--- src/hw/rtl/cfsu_pkg.sv ---
`timescale 1ns / 1ps

package cfsu_pkg;

    localparam int unsigned ID_W    = 11;
    localparam int unsigned SLOT_W  = 5;
    localparam int unsigned POS_W   = 4;
    localparam int unsigned VALUE_W = 32;
    localparam int unsigned DATA_W  = 64;
    localparam int unsigned CFG_INDEX_W = 1;

    localparam int unsigned QUEUE_DEPTH_DEF = 2;

    // configuration register indexes
    localparam logic [CFG_INDEX_W-1:0] CFG_INVERTER_BASE = 1'b0;
    localparam logic [CFG_INDEX_W-1:0] CFG_AUX_DEVICE    = 1'b1;

    localparam logic [ID_W-1:0] INVERTER_BASE_RESET = 11'd160;
    localparam logic [ID_W-1:0] AUX_DEVICE_RESET    = 11'd0;

    // id offsets from the inverter base
    localparam logic [ID_W-1:0] LAST_RANGE_OFFSET = 11'h010;
    localparam logic [ID_W-1:0] PARAM_OFFSET      = 11'h022;

    // message slots with their own layout
    localparam logic [SLOT_W-1:0] SLOT_ANALOG = 5'd3;
    localparam logic [SLOT_W-1:0] SLOT_BYTES  = 5'd4;
    localparam logic [SLOT_W-1:0] SLOT_STATUS = 5'd10;
    localparam logic [SLOT_W-1:0] SLOT_TORQUE = 5'd12;
    localparam logic [SLOT_W-1:0] SLOT_DIAG   = 5'd15;
    localparam logic [SLOT_W-1:0] SLOT_PARAM  = 5'd17;
    localparam logic [SLOT_W-1:0] SLOT_AUX    = 5'd18;

    typedef struct packed {
        logic [SLOT_W-1:0] slot;
        logic [DATA_W-1:0] data;
    } frame_entry_t;

    // number of signals a message carries
    function automatic logic [POS_W-1:0] num_signals(input logic [SLOT_W-1:0] slot);
        logic [POS_W-1:0] n;
        unique case (slot)
            SLOT_ANALOG: n = 4'd6;
            SLOT_BYTES:  n = 4'd8;
            SLOT_STATUS: n = 4'd11;
            SLOT_TORQUE: n = 4'd3;
            SLOT_DIAG:   n = 4'd2;
            SLOT_PARAM:  n = 4'd3;
            SLOT_AUX:    n = 4'd1;
            default:     n = 4'd4;
        endcase
        return n;
    endfunction

    // value of one signal; byte k of the frame sits in data[8k+7:8k]
    function automatic logic [VALUE_W-1:0] unpack_value(
        input logic [SLOT_W-1:0] slot,
        input logic [POS_W-1:0]  pos,
        input logic [DATA_W-1:0] data
    );
        logic [31:0] lo_word;
        logic [31:0] hi_word;
        logic [VALUE_W-1:0] value;
        lo_word = data[31:0];
        hi_word = data[63:32];
        unique case (slot)
            SLOT_ANALOG: begin
                unique case (pos)
                    4'd0:    value = {22'd0, lo_word[9:0]};
                    4'd1:    value = {22'd0, lo_word[19:10]};
                    4'd2:    value = {22'd0, lo_word[29:20]};
                    4'd3:    value = {22'd0, hi_word[9:0]};
                    4'd4:    value = {22'd0, hi_word[19:10]};
                    4'd5:    value = {22'd0, hi_word[29:20]};
                    default: value = '0;
                endcase
            end
            SLOT_BYTES: begin
                value = {24'd0, data[{pos[2:0], 3'b000} +: 8]};
            end
            SLOT_STATUS: begin
                unique case (pos)
                    4'd0:    value = {16'd0, data[15:0]};
                    4'd1:    value = {24'd0, data[23:16]};
                    4'd2:    value = {24'd0, data[31:24]};
                    4'd3:    value = {31'd0, data[32]};
                    4'd4:    value = {29'd0, data[39:37]};
                    4'd5:    value = {24'd0, data[47:40]};
                    4'd6:    value = {31'd0, data[48]};
                    4'd7:    value = {31'd0, data[55]};
                    4'd8:    value = {31'd0, data[56]};
                    4'd9:    value = {31'd0, data[57]};
                    4'd10:   value = {31'd0, data[58]};
                    default: value = '0;
                endcase
            end
            SLOT_TORQUE: begin
                unique case (pos)
                    4'd0:    value = {16'd0, data[15:0]};
                    4'd1:    value = {16'd0, data[31:16]};
                    4'd2:    value = hi_word;
                    default: value = '0;
                endcase
            end
            SLOT_DIAG: begin
                // big-endian words
                unique case (pos)
                    4'd0:    value = {data[7:0], data[15:8], data[23:16], data[31:24]};
                    4'd1:    value = {data[39:32], data[47:40], data[55:48], data[63:56]};
                    default: value = '0;
                endcase
            end
            SLOT_PARAM: begin
                unique case (pos)
                    4'd0:    value = {16'd0, data[15:0]};
                    4'd1:    value = {24'd0, data[23:16]};
                    4'd2:    value = {16'd0, data[47:32]};
                    default: value = '0;
                endcase
            end
            SLOT_AUX: begin
                value = lo_word;
            end
            default: begin
                value = {16'd0, data[{pos[1:0], 4'b0000} +: 16]};
            end
        endcase
        return value;
    endfunction

endpackage

--- src/hw/rtl/cfsu_front.sv ---
`timescale 1ns / 1ps

module cfsu_front (
    input  logic                                     clk,
    input  logic                                     rst_n,
    input  logic                                     in_valid,
    output logic                                     in_stall,
    input  logic [cfsu_pkg::ID_W-1:0]                frame_id,
    input  logic [7:0]                               byte0,
    input  logic [7:0]                               byte1,
    input  logic [7:0]                               byte2,
    input  logic [7:0]                               byte3,
    input  logic [7:0]                               byte4,
    input  logic [7:0]                               byte5,
    input  logic [7:0]                               byte6,
    input  logic [7:0]                               byte7,
    input  logic                                     cfg_valid,
    output logic                                     cfg_ready,
    input  logic [cfsu_pkg::CFG_INDEX_W-1:0]         cfg_index,
    input  logic [cfsu_pkg::ID_W-1:0]                cfg_data,
    input  logic                                     q_full,
    output logic                                     push,
    output cfsu_pkg::frame_entry_t                   push_entry
);

    logic [cfsu_pkg::ID_W-1:0] base_reg;
    logic [cfsu_pkg::ID_W-1:0] base_next;
    logic [cfsu_pkg::ID_W-1:0] aux_reg;
    logic [cfsu_pkg::ID_W-1:0] aux_next;

    logic                          id_ge_base;
    logic [cfsu_pkg::ID_W-1:0]     id_offset;
    logic                          matched;
    logic [cfsu_pkg::SLOT_W-1:0]   slot;

    assign cfg_ready = 1'b1;
    assign in_stall  = q_full;

    always_comb
    begin
        base_next = base_reg;
        aux_next  = aux_reg;
        if (cfg_valid && cfg_ready)
        begin
            unique case (cfg_index)
                cfsu_pkg::CFG_INVERTER_BASE: base_next = cfg_data;
                cfsu_pkg::CFG_AUX_DEVICE:    aux_next  = cfg_data;
                default:                     base_next = base_reg;
            endcase
        end
    end

    always_ff @(posedge clk or negedge rst_n)
    begin
        if (!rst_n)
        begin
            base_reg <= cfsu_pkg::INVERTER_BASE_RESET;
            aux_reg  <= cfsu_pkg::AUX_DEVICE_RESET;
        end
        else
        begin
            base_reg <= base_next;
            aux_reg  <= aux_next;
        end
    end

    // subtraction form keeps base + offset from wrapping
    assign id_ge_base = (frame_id >= base_reg);
    assign id_offset  = frame_id - base_reg;

    always_comb
    begin
        matched = 1'b1;
        slot    = '0;
        priority if (id_ge_base && (id_offset <= cfsu_pkg::LAST_RANGE_OFFSET))
        begin
            slot = id_offset[cfsu_pkg::SLOT_W-1:0];
        end
        else if (id_ge_base && (id_offset == cfsu_pkg::PARAM_OFFSET))
        begin
            slot = cfsu_pkg::SLOT_PARAM;
        end
        else if (frame_id == aux_reg)
        begin
            slot = cfsu_pkg::SLOT_AUX;
        end
        else
        begin
            matched = 1'b0;
        end
    end

    // unmatched frames are taken and dropped
    assign push            = in_valid && !in_stall && matched;
    assign push_entry.slot = slot;
    assign push_entry.data = {byte7, byte6, byte5, byte4, byte3, byte2, byte1, byte0};

endmodule

--- src/hw/rtl/cfsu_queue.sv ---
`timescale 1ns / 1ps

module cfsu_queue #(
    parameter int unsigned DEPTH = cfsu_pkg::QUEUE_DEPTH_DEF
) (
    input  logic                    clk,
    input  logic                    rst_n,
    input  logic                    push,
    input  cfsu_pkg::frame_entry_t  push_entry,
    output logic                    full,
    input  logic                    pop,
    output logic                    pop_valid,
    output cfsu_pkg::frame_entry_t  pop_entry
);

    localparam int unsigned PTR_W = (DEPTH > 1) ? $clog2(DEPTH) : 1;
    localparam int unsigned CNT_W = $clog2(DEPTH + 1);

    cfsu_pkg::frame_entry_t entry_reg [DEPTH];

    logic [PTR_W-1:0] wr_ptr_reg;
    logic [PTR_W-1:0] wr_ptr_next;
    logic [PTR_W-1:0] rd_ptr_reg;
    logic [PTR_W-1:0] rd_ptr_next;
    logic [CNT_W-1:0] count_reg;
    logic [CNT_W-1:0] count_next;

    logic do_push;
    logic do_pop;

    assign full      = (count_reg == CNT_W'(DEPTH));
    assign pop_valid = (count_reg != '0);
    assign pop_entry = entry_reg[rd_ptr_reg];

    assign do_push = push && !full;
    assign do_pop  = pop && pop_valid;

    always_comb
    begin
        wr_ptr_next = wr_ptr_reg;
        rd_ptr_next = rd_ptr_reg;
        count_next  = count_reg;
        if (do_push)
        begin
            wr_ptr_next = (wr_ptr_reg == PTR_W'(DEPTH - 1)) ? '0 : wr_ptr_reg + 1'b1;
        end
        if (do_pop)
        begin
            rd_ptr_next = (rd_ptr_reg == PTR_W'(DEPTH - 1)) ? '0 : rd_ptr_reg + 1'b1;
        end
        if (do_push && !do_pop)
        begin
            count_next = count_reg + 1'b1;
        end
        else if (do_pop && !do_push)
        begin
            count_next = count_reg - 1'b1;
        end
    end

    always_ff @(posedge clk or negedge rst_n)
    begin
        if (!rst_n)
        begin
            wr_ptr_reg <= '0;
            rd_ptr_reg <= '0;
            count_reg  <= '0;
        end
        else
        begin
            wr_ptr_reg <= wr_ptr_next;
            rd_ptr_reg <= rd_ptr_next;
            count_reg  <= count_next;
        end
    end

    always_ff @(posedge clk)
    begin
        if (do_push)
        begin
            entry_reg[wr_ptr_reg] <= push_entry;
        end
    end

`ifndef SYNTHESIS
    a_no_push_when_full: assert property (@(posedge clk) disable iff (!rst_n)
        push |-> !full)
        else $error("queue written while full");

    a_count_in_range: assert property (@(posedge clk) disable iff (!rst_n)
        count_reg <= CNT_W'(DEPTH))
        else $error("queue count beyond depth");

    a_empty_ptrs_meet: assert property (@(posedge clk) disable iff (!rst_n)
        (count_reg == '0) |-> (wr_ptr_reg == rd_ptr_reg))
        else $error("empty queue with pointers apart");
`endif

endmodule

--- src/hw/rtl/cfsu_back.sv ---
`timescale 1ns / 1ps

module cfsu_back (
    input  logic                                 clk,
    input  logic                                 rst_n,
    input  logic                                 q_valid,
    input  cfsu_pkg::frame_entry_t               q_entry,
    output logic                                 q_pop,
    output logic                                 out_valid,
    input  logic                                 out_stall,
    output logic [cfsu_pkg::SLOT_W-1:0]          message_slot,
    output logic [cfsu_pkg::POS_W-1:0]           signal_position,
    output logic [cfsu_pkg::VALUE_W-1:0]         signal_value,
    output logic                                 last
);

    logic                              cur_valid_reg;
    logic                              cur_valid_next;
    logic [cfsu_pkg::POS_W-1:0]        pos_reg;
    logic [cfsu_pkg::POS_W-1:0]        pos_next;
    cfsu_pkg::frame_entry_t            cur_reg;

    logic                              out_valid_reg;
    logic                              out_valid_next;
    logic [cfsu_pkg::SLOT_W-1:0]       out_slot_reg;
    logic [cfsu_pkg::POS_W-1:0]        out_pos_reg;
    logic [cfsu_pkg::VALUE_W-1:0]      out_value_reg;
    logic                              out_last_reg;

    logic [cfsu_pkg::POS_W-1:0]        cur_count;
    logic                              cur_last;
    logic                              advance;

    assign cur_count = cfsu_pkg::num_signals(cur_reg.slot);
    assign cur_last  = (pos_reg == cur_count - 1'b1);
    assign advance   = cur_valid_reg && (!out_valid_reg || !out_stall);
    assign q_pop     = q_valid && (!cur_valid_reg || (advance && cur_last));

    always_comb
    begin
        cur_valid_next = cur_valid_reg;
        pos_next       = pos_reg;
        if (q_pop)
        begin
            cur_valid_next = 1'b1;
            pos_next       = '0;
        end
        else if (advance)
        begin
            cur_valid_next = !cur_last;
            pos_next       = pos_reg + 1'b1;
        end

        if (advance)
        begin
            out_valid_next = 1'b1;
        end
        else if (!out_stall)
        begin
            out_valid_next = 1'b0;
        end
        else
        begin
            out_valid_next = out_valid_reg;
        end
    end

    always_ff @(posedge clk or negedge rst_n)
    begin
        if (!rst_n)
        begin
            cur_valid_reg <= 1'b0;
            pos_reg       <= '0;
            out_valid_reg <= 1'b0;
        end
        else
        begin
            cur_valid_reg <= cur_valid_next;
            pos_reg       <= pos_next;
            out_valid_reg <= out_valid_next;
        end
    end

    always_ff @(posedge clk)
    begin
        if (q_pop)
        begin
            cur_reg <= q_entry;
        end
        if (advance)
        begin
            out_slot_reg  <= cur_reg.slot;
            out_pos_reg   <= pos_reg;
            out_value_reg <= cfsu_pkg::unpack_value(cur_reg.slot, pos_reg, cur_reg.data);
            out_last_reg  <= cur_last;
        end
    end

    assign out_valid       = out_valid_reg;
    assign message_slot    = out_slot_reg;
    assign signal_position = out_pos_reg;
    assign signal_value    = out_value_reg;
    assign last            = out_last_reg;

`ifndef SYNTHESIS
    a_pos_in_message: assert property (@(posedge clk) disable iff (!rst_n)
        cur_valid_reg |-> (pos_reg < cur_count))
        else $error("signal position past end of message");

    a_last_at_end: assert property (@(posedge clk) disable iff (!rst_n)
        (out_valid_reg && out_last_reg) |->
            (out_pos_reg == cfsu_pkg::num_signals(out_slot_reg) - 1'b1))
        else $error("last flag not on final signal");

    a_next_frame_only_after_last: assert property (@(posedge clk) disable iff (!rst_n)
        (cur_valid_reg && q_pop) |-> (advance && cur_last))
        else $error("frame replaced before all signals sent");
`endif

endmodule

--- src/hw/rtl/can_frame_signal_unpacker_top.sv ---
`timescale 1ns / 1ps

// CAN frame signal unpacker
// input channel: one beat is a standard frame (frame_id, byte0..byte7), taken
//   when in_valid is high and in_stall is low
// output channel: one beat per unpacked signal (message_slot, signal_position,
//   signal_value, last), taken when out_valid is high and out_stall is low
// config channel: cfg_index 0 writes the inverter base id, 1 the auxiliary
//   device id; cfg_ready is always high
// a frame whose id hits no slot is taken and produces no beat
// path: the first signal of a frame is registered in the queue, then in the
//   back end's frame register, then in the output register before it appears
// throughput: the back end steps through a frame with n signals (1 to 11)
//   with its position counter, one signal per cycle unless the output stalls;
//   frames follow each other with no gap
// the front end accepts a frame every cycle while the frame queue has room
// reset clears the queue, the back end and the output register and loads
//   base id 160 and aux id 0
// when the receiver stalls, the output beat holds, the back end waits, and
//   the front end keeps taking frames until the queue fills, then raises
//   in_stall

module can_frame_signal_unpacker_top #(
    parameter int unsigned QUEUE_DEPTH = cfsu_pkg::QUEUE_DEPTH_DEF
) (
    input  logic                                 clk,
    input  logic                                 rst_n,
    input  logic                                 in_valid,
    output logic                                 in_stall,
    input  logic [cfsu_pkg::ID_W-1:0]            frame_id,
    input  logic [7:0]                           byte0,
    input  logic [7:0]                           byte1,
    input  logic [7:0]                           byte2,
    input  logic [7:0]                           byte3,
    input  logic [7:0]                           byte4,
    input  logic [7:0]                           byte5,
    input  logic [7:0]                           byte6,
    input  logic [7:0]                           byte7,
    output logic                                 out_valid,
    input  logic                                 out_stall,
    output logic [cfsu_pkg::SLOT_W-1:0]          message_slot,
    output logic [cfsu_pkg::POS_W-1:0]           signal_position,
    output logic [cfsu_pkg::VALUE_W-1:0]         signal_value,
    output logic                                 last,
    input  logic                                 cfg_valid,
    output logic                                 cfg_ready,
    input  logic [cfsu_pkg::CFG_INDEX_W-1:0]     cfg_index,
    input  logic [cfsu_pkg::ID_W-1:0]            cfg_data
);

    // front to queue
    logic                    q_full;
    logic                    push;
    cfsu_pkg::frame_entry_t  push_entry;

    // queue to back
    logic                    q_pop;
    logic                    q_valid;
    cfsu_pkg::frame_entry_t  q_entry;

    // classify: match id against the dictionary, drop misses
    cfsu_front u_front (
        .clk        (clk),
        .rst_n      (rst_n),
        .in_valid   (in_valid),
        .in_stall   (in_stall),
        .frame_id   (frame_id),
        .byte0      (byte0),
        .byte1      (byte1),
        .byte2      (byte2),
        .byte3      (byte3),
        .byte4      (byte4),
        .byte5      (byte5),
        .byte6      (byte6),
        .byte7      (byte7),
        .cfg_valid  (cfg_valid),
        .cfg_ready  (cfg_ready),
        .cfg_index  (cfg_index),
        .cfg_data   (cfg_data),
        .q_full     (q_full),
        .push       (push),
        .push_entry (push_entry)
    );

    // short frame queue decouples classify from emission
    cfsu_queue #(
        .DEPTH (QUEUE_DEPTH)
    ) u_queue (
        .clk        (clk),
        .rst_n      (rst_n),
        .push       (push),
        .push_entry (push_entry),
        .full       (q_full),
        .pop        (q_pop),
        .pop_valid  (q_valid),
        .pop_entry  (q_entry)
    );

    // emit: walk the signals of one message, one beat per cycle unless the output stalls
    cfsu_back u_back (
        .clk             (clk),
        .rst_n           (rst_n),
        .q_valid         (q_valid),
        .q_entry         (q_entry),
        .q_pop           (q_pop),
        .out_valid       (out_valid),
        .out_stall       (out_stall),
        .message_slot    (message_slot),
        .signal_position (signal_position),
        .signal_value    (signal_value),
        .last            (last)
    );

endmodule
--- config.mk ---
export PLATFORM = sky130hd
export DESIGN_NAME = can_frame_signal_unpacker_top
export DESIGN_NICKNAME = d
export VERILOG_FILES = /design/src/hw/rtl/cfsu_pkg.sv /design/src/hw/rtl/cfsu_front.sv /design/src/hw/rtl/cfsu_queue.sv /design/src/hw/rtl/cfsu_back.sv /design/src/hw/rtl/can_frame_signal_unpacker_top.sv
export SDC_FILE = /design/constraint.sdc
export NUM_CORES = 1
export LEC_CHECK = 0
export BUFFER_PORTS_ARGS = -buffer_cell sky130_fd_sc_hd__buf_2
export CORE_MARGIN = 5
export CORE_UTILIZATION = 47
export DETAILED_ROUTE_END_ITERATION = 10
export HOLD_SLACK_MARGIN = 0.02
export PLACE_DENSITY = 0.67
export SYNTH_ARGS = -nofsm -noshare
export SYNTH_HDL_FRONTEND = slang
export SYNTH_SLANG_ARGS = --single-unit
--- constraint.sdc ---
create_clock -name clk -period 12.4 [get_ports clk]
set_input_delay 0 -clock clk [delete_from_list [all_inputs] [get_ports clk]]
set_output_delay 0 -clock clk [all_outputs]
set_load 0.02 [all_outputs]
==> run_results.csv <==
group,metric,value,unit
logic_synthesis,async_reset_ff_frac,0.114,
pwr,powerDensity,189,nW/um^2
timing,relSlewSlack,0.197,
logic_synthesis,seq_area_frac_synth,0.622,
layout,final_area,16200,sq um
clock_tree,cts_tree,"done",
layout,multiInputGateArea,4700,sq um
global_route,track_usage,0.201,
clock_tree,cts.clk_slew.worst_paths,60,ps
critical_path,reg2regPathDepth,12,
logic_synthesis,syn_area,13300,sq um
critical_path,cp-end-kind,"register",
min_path,holdPathEnd,"u_front.base_reg[3]",
critical_path,crit_slowest_cell,"and2_1",
global_route,grt_pass1_wl,49900,um
layout,fillers,2209,
floorplanning,dieArea,31800,sq um
detailed_routing,antenna_left,0,
layout,drive_gt1_frac,0.270,
min_path,hold_class,"primary input to register",
critical_path,path_cells,"nor4b_2 > and2_1 > nor3_2 > ha_1 > xnor2_1 > nor2_1 > a41o_1 > o21a_4 > inv_2 > ha_1 > nor2_1 > xnor2_1",
clock_tree,cts_root_buffer,"clkbuf_16",
layout,seq_area,8280,sq um
layout,area.growth.synth_to_final,21.3,%
place,placed_area,14300,sq um
place,post-place-ws,8070,ps
clock_tree,postCtsResizedCells,0,
timing,drv_slew,0,
clock_tree,clock_path_buffers,3,
logic_synthesis,synth_area_per_cell,14.2,sq um
logic_synthesis,synth-edff-count,249,
logic_synthesis,yosysWarningCount,0,
clock_tree,insertion_delay,560,ps
flow_run,max-cap-violations,0,
floorplanning,num_io_pins,137,
critical_path,cp.arrival,4800,ps
timing,setup_tns,0,ps
timing,hold_ws,45.9,ps
min_path,worstHoldPathCells,4,
detailed_routing,wl_per_cell,20.7,um
timing,skew,23.8,ps
critical_path,timing.rr.start,"u_back.cur_reg[66]",
logic_synthesis,synth_area_leaders,"edfxtp_1 56%, mux2_2 6.9%, dfrtp_1 5.6%, mux4_2 5.4%, a22oi_1 4.7%",
logic_synthesis,syn-num-nets,1049,
place,place_hpwl,20900,um
global_route,grt_max_degree,76,
floorplanning,dieHeight,178,um
logic_synthesis,ys.flop_type,"edfxtp_1",
place,gp_congestion,0.917,
logic_synthesis,synthCells,939,
critical_path,worstPathRequired,12870,ps
timing,fin_ws,8070,ps
critical_path,timing.rr.end,"u_queue.count_reg[1]",
layout,largest_reg_flops,138,
logic_synthesis,synth_area_leader_cell,"edfxtp_1",
logic_synthesis,synth-seq-cells,281,
timing,period_needed,4330,ps
floorplanning,initial_core_util,0.478,
logic_synthesis,yosysUniqueCellTypes,70,
detailed_routing,dr.pass1.iters,6,
critical_path,startpoint_type,"register",
clock_tree,h-tree-depth,1,
timing,rsz0062_at_grt,"false",
critical_path,reg2reg_slack,8070,ps
clock_tree,clock_sinks,281,
run_status,status,"finished clean",
logic_synthesis,yosysTopAreaCellShare,0.562,
timing,worst_slew_pin_slew,1210,ps
place,port_buffers,135,
critical_path,crit_fanout,75,
global_route,grt_pass1_vias,8861,
layout,antennaDiodeCount,0,
detailed_routing,viasPerCell,5.81,
timing,fmax,231,MHz
critical_path,crit_type,"register to register",
floorplanning,core_area,27900,sq um
layout,nNetsFinal,1265,
floorplanning,die_w,178,um
layout,fin_util,0.580,
layout,layout_common_cells,"249 x edfxtp_1, 135 x buf_2, 96 x dlygate4sd3_1, 83 x a22oi_1, 81 x mux2_2",
detailed_routing,num_vias,9023,
pwr,ir_drop,0.0000916,V
layout,final_common_cell,"edfxtp_1",
detailed_routing,first_iter_violations,1037,
timing,finalCritPeriodShare,0.349,
global_route,grt_antenna_before_repair,0,
clock_tree,cts_buffers,28,
global_route,overflow,0,
min_path,worstHoldStart,"cfg_valid",
detailed_routing,routed_wl,32100,um
pwr,leakagePower,5.68,nW
timing,finalSetupViolations,0,
floorplanning,rows,61,
detailed_routing,drcViolationCount,0,
critical_path,cpPeakStageDelay,970,ps
timing,finalHoldViolations,0,
[layout make-up]
cell class                 count  share of cell area
timing repair buffer         245               0.108
multi-input combinational    572               0.291
clock inverter                16             0.00813
tap                          378              0.0293
sequential                   281               0.513
clock buffer                  33              0.0445
inverter                      27             0.00627
[what timing repair did]
item / in CTS / in global routing
hold endpoints to repair: 184 / 0
buffers inserted: 0 / 0
hold buffers: 96 / 0
[synth_stat cells, drive strengths merged, types with 2 or more instances]
master	instances
nor4b	2
nor3	9
o22ai	2
nor2b	6
a2111oi	8
and3b	3
inv	27
ha	17
xnor2	11
a221oi	2
mux2i	10
a311oi	3
mux4	32
or2	3
a221o	5
a22oi	83
mux2	82
o21a	2
clkbuf	32
a222oi	4
nand3	9
o21ai	30
xor2	17
a21boi	3
a21o	4
o221ai	9
a21oi	38
o31ai	2
nand4	4
and3	4
dfrtp	30
a41oi	2
nor2	56
nand4bb	2
and2	8
edfxtp	249
a31oi	20
buf	27
o211ai	2
nor4	6
dfstp	2
nor3b	5
nand2	55
[worst max-delay path by stage]
stage                                    from                       to  slack [ps]  cells past startpoint
after global routing       u_back.cur_reg[66]     u_queue.count_reg[1]        7780                     13
after detailed placement   u_back.cur_reg[66]     u_queue.count_reg[1]        8070                     13
final                      u_back.cur_reg[66]     u_queue.count_reg[1]        8070                     12
after CTS                  u_back.cur_reg[66]     u_queue.count_reg[1]        8050                     13
after global placement     u_back.cur_reg[66]     u_queue.count_reg[1]        8210                     13
after floorplan           u_front.base_reg[0]  u_queue.entry_reg[1][0]        4370                     10
[worst max-delay path: cells and delay by family, from the launching register on]
| family | cells | cell delay, ps |
|---|---|---|
| and+or+nand+nor | 5 | 1690 |
| AOI/OAI and AO/OA | 2 | 1040 |
| adders and majority gates | 2 | 700 |
| DFF | 1 | 530 |
| xor gates and xnor gates | 2 | 250 |
| buffers and inverters | 1 | 40 |
[logic make-up (layout without fill, tap and decap cells)]
family,after synthesis,after routing,synth area share
flops,281,281,0.622
compound gates,225,225,0.118
simple gates,176,176,0.0656
mux,124,124,0.131
buf+inv,86,321,0.0271
xor+xnor,28,28,0.0184
fa+ha+maj,18,18,0.0175
other cells,1,1,0.000282
[through the flow]
stage               total power, W  cells
floorplan                  0.00200    939
global placement           0.00224   1407
detailed placement         0.00225   1407
CTS                        0.00307   1552
global route               0.00321   1552
finish                     0.00305   1552
[power breakdown]
group | switching (W) | internal [W]
combinational | 0.000525 | 0.000434
clock | 0.000336 | 0.000452
sequential | 0.000126 | 0.00118
total | 0.000986 | 0.00207
[metal layers]
layer	track usage	vias up	part of all wire
met5	0	-	0
met4	0.0566	0	0.026
li1	-	4148	-
met2	0.313	442	0.45
met1	0.293	4355	0.43
met3	0.0350	78	0.091
Note: power is estimated with default switching activity, not from simulation.
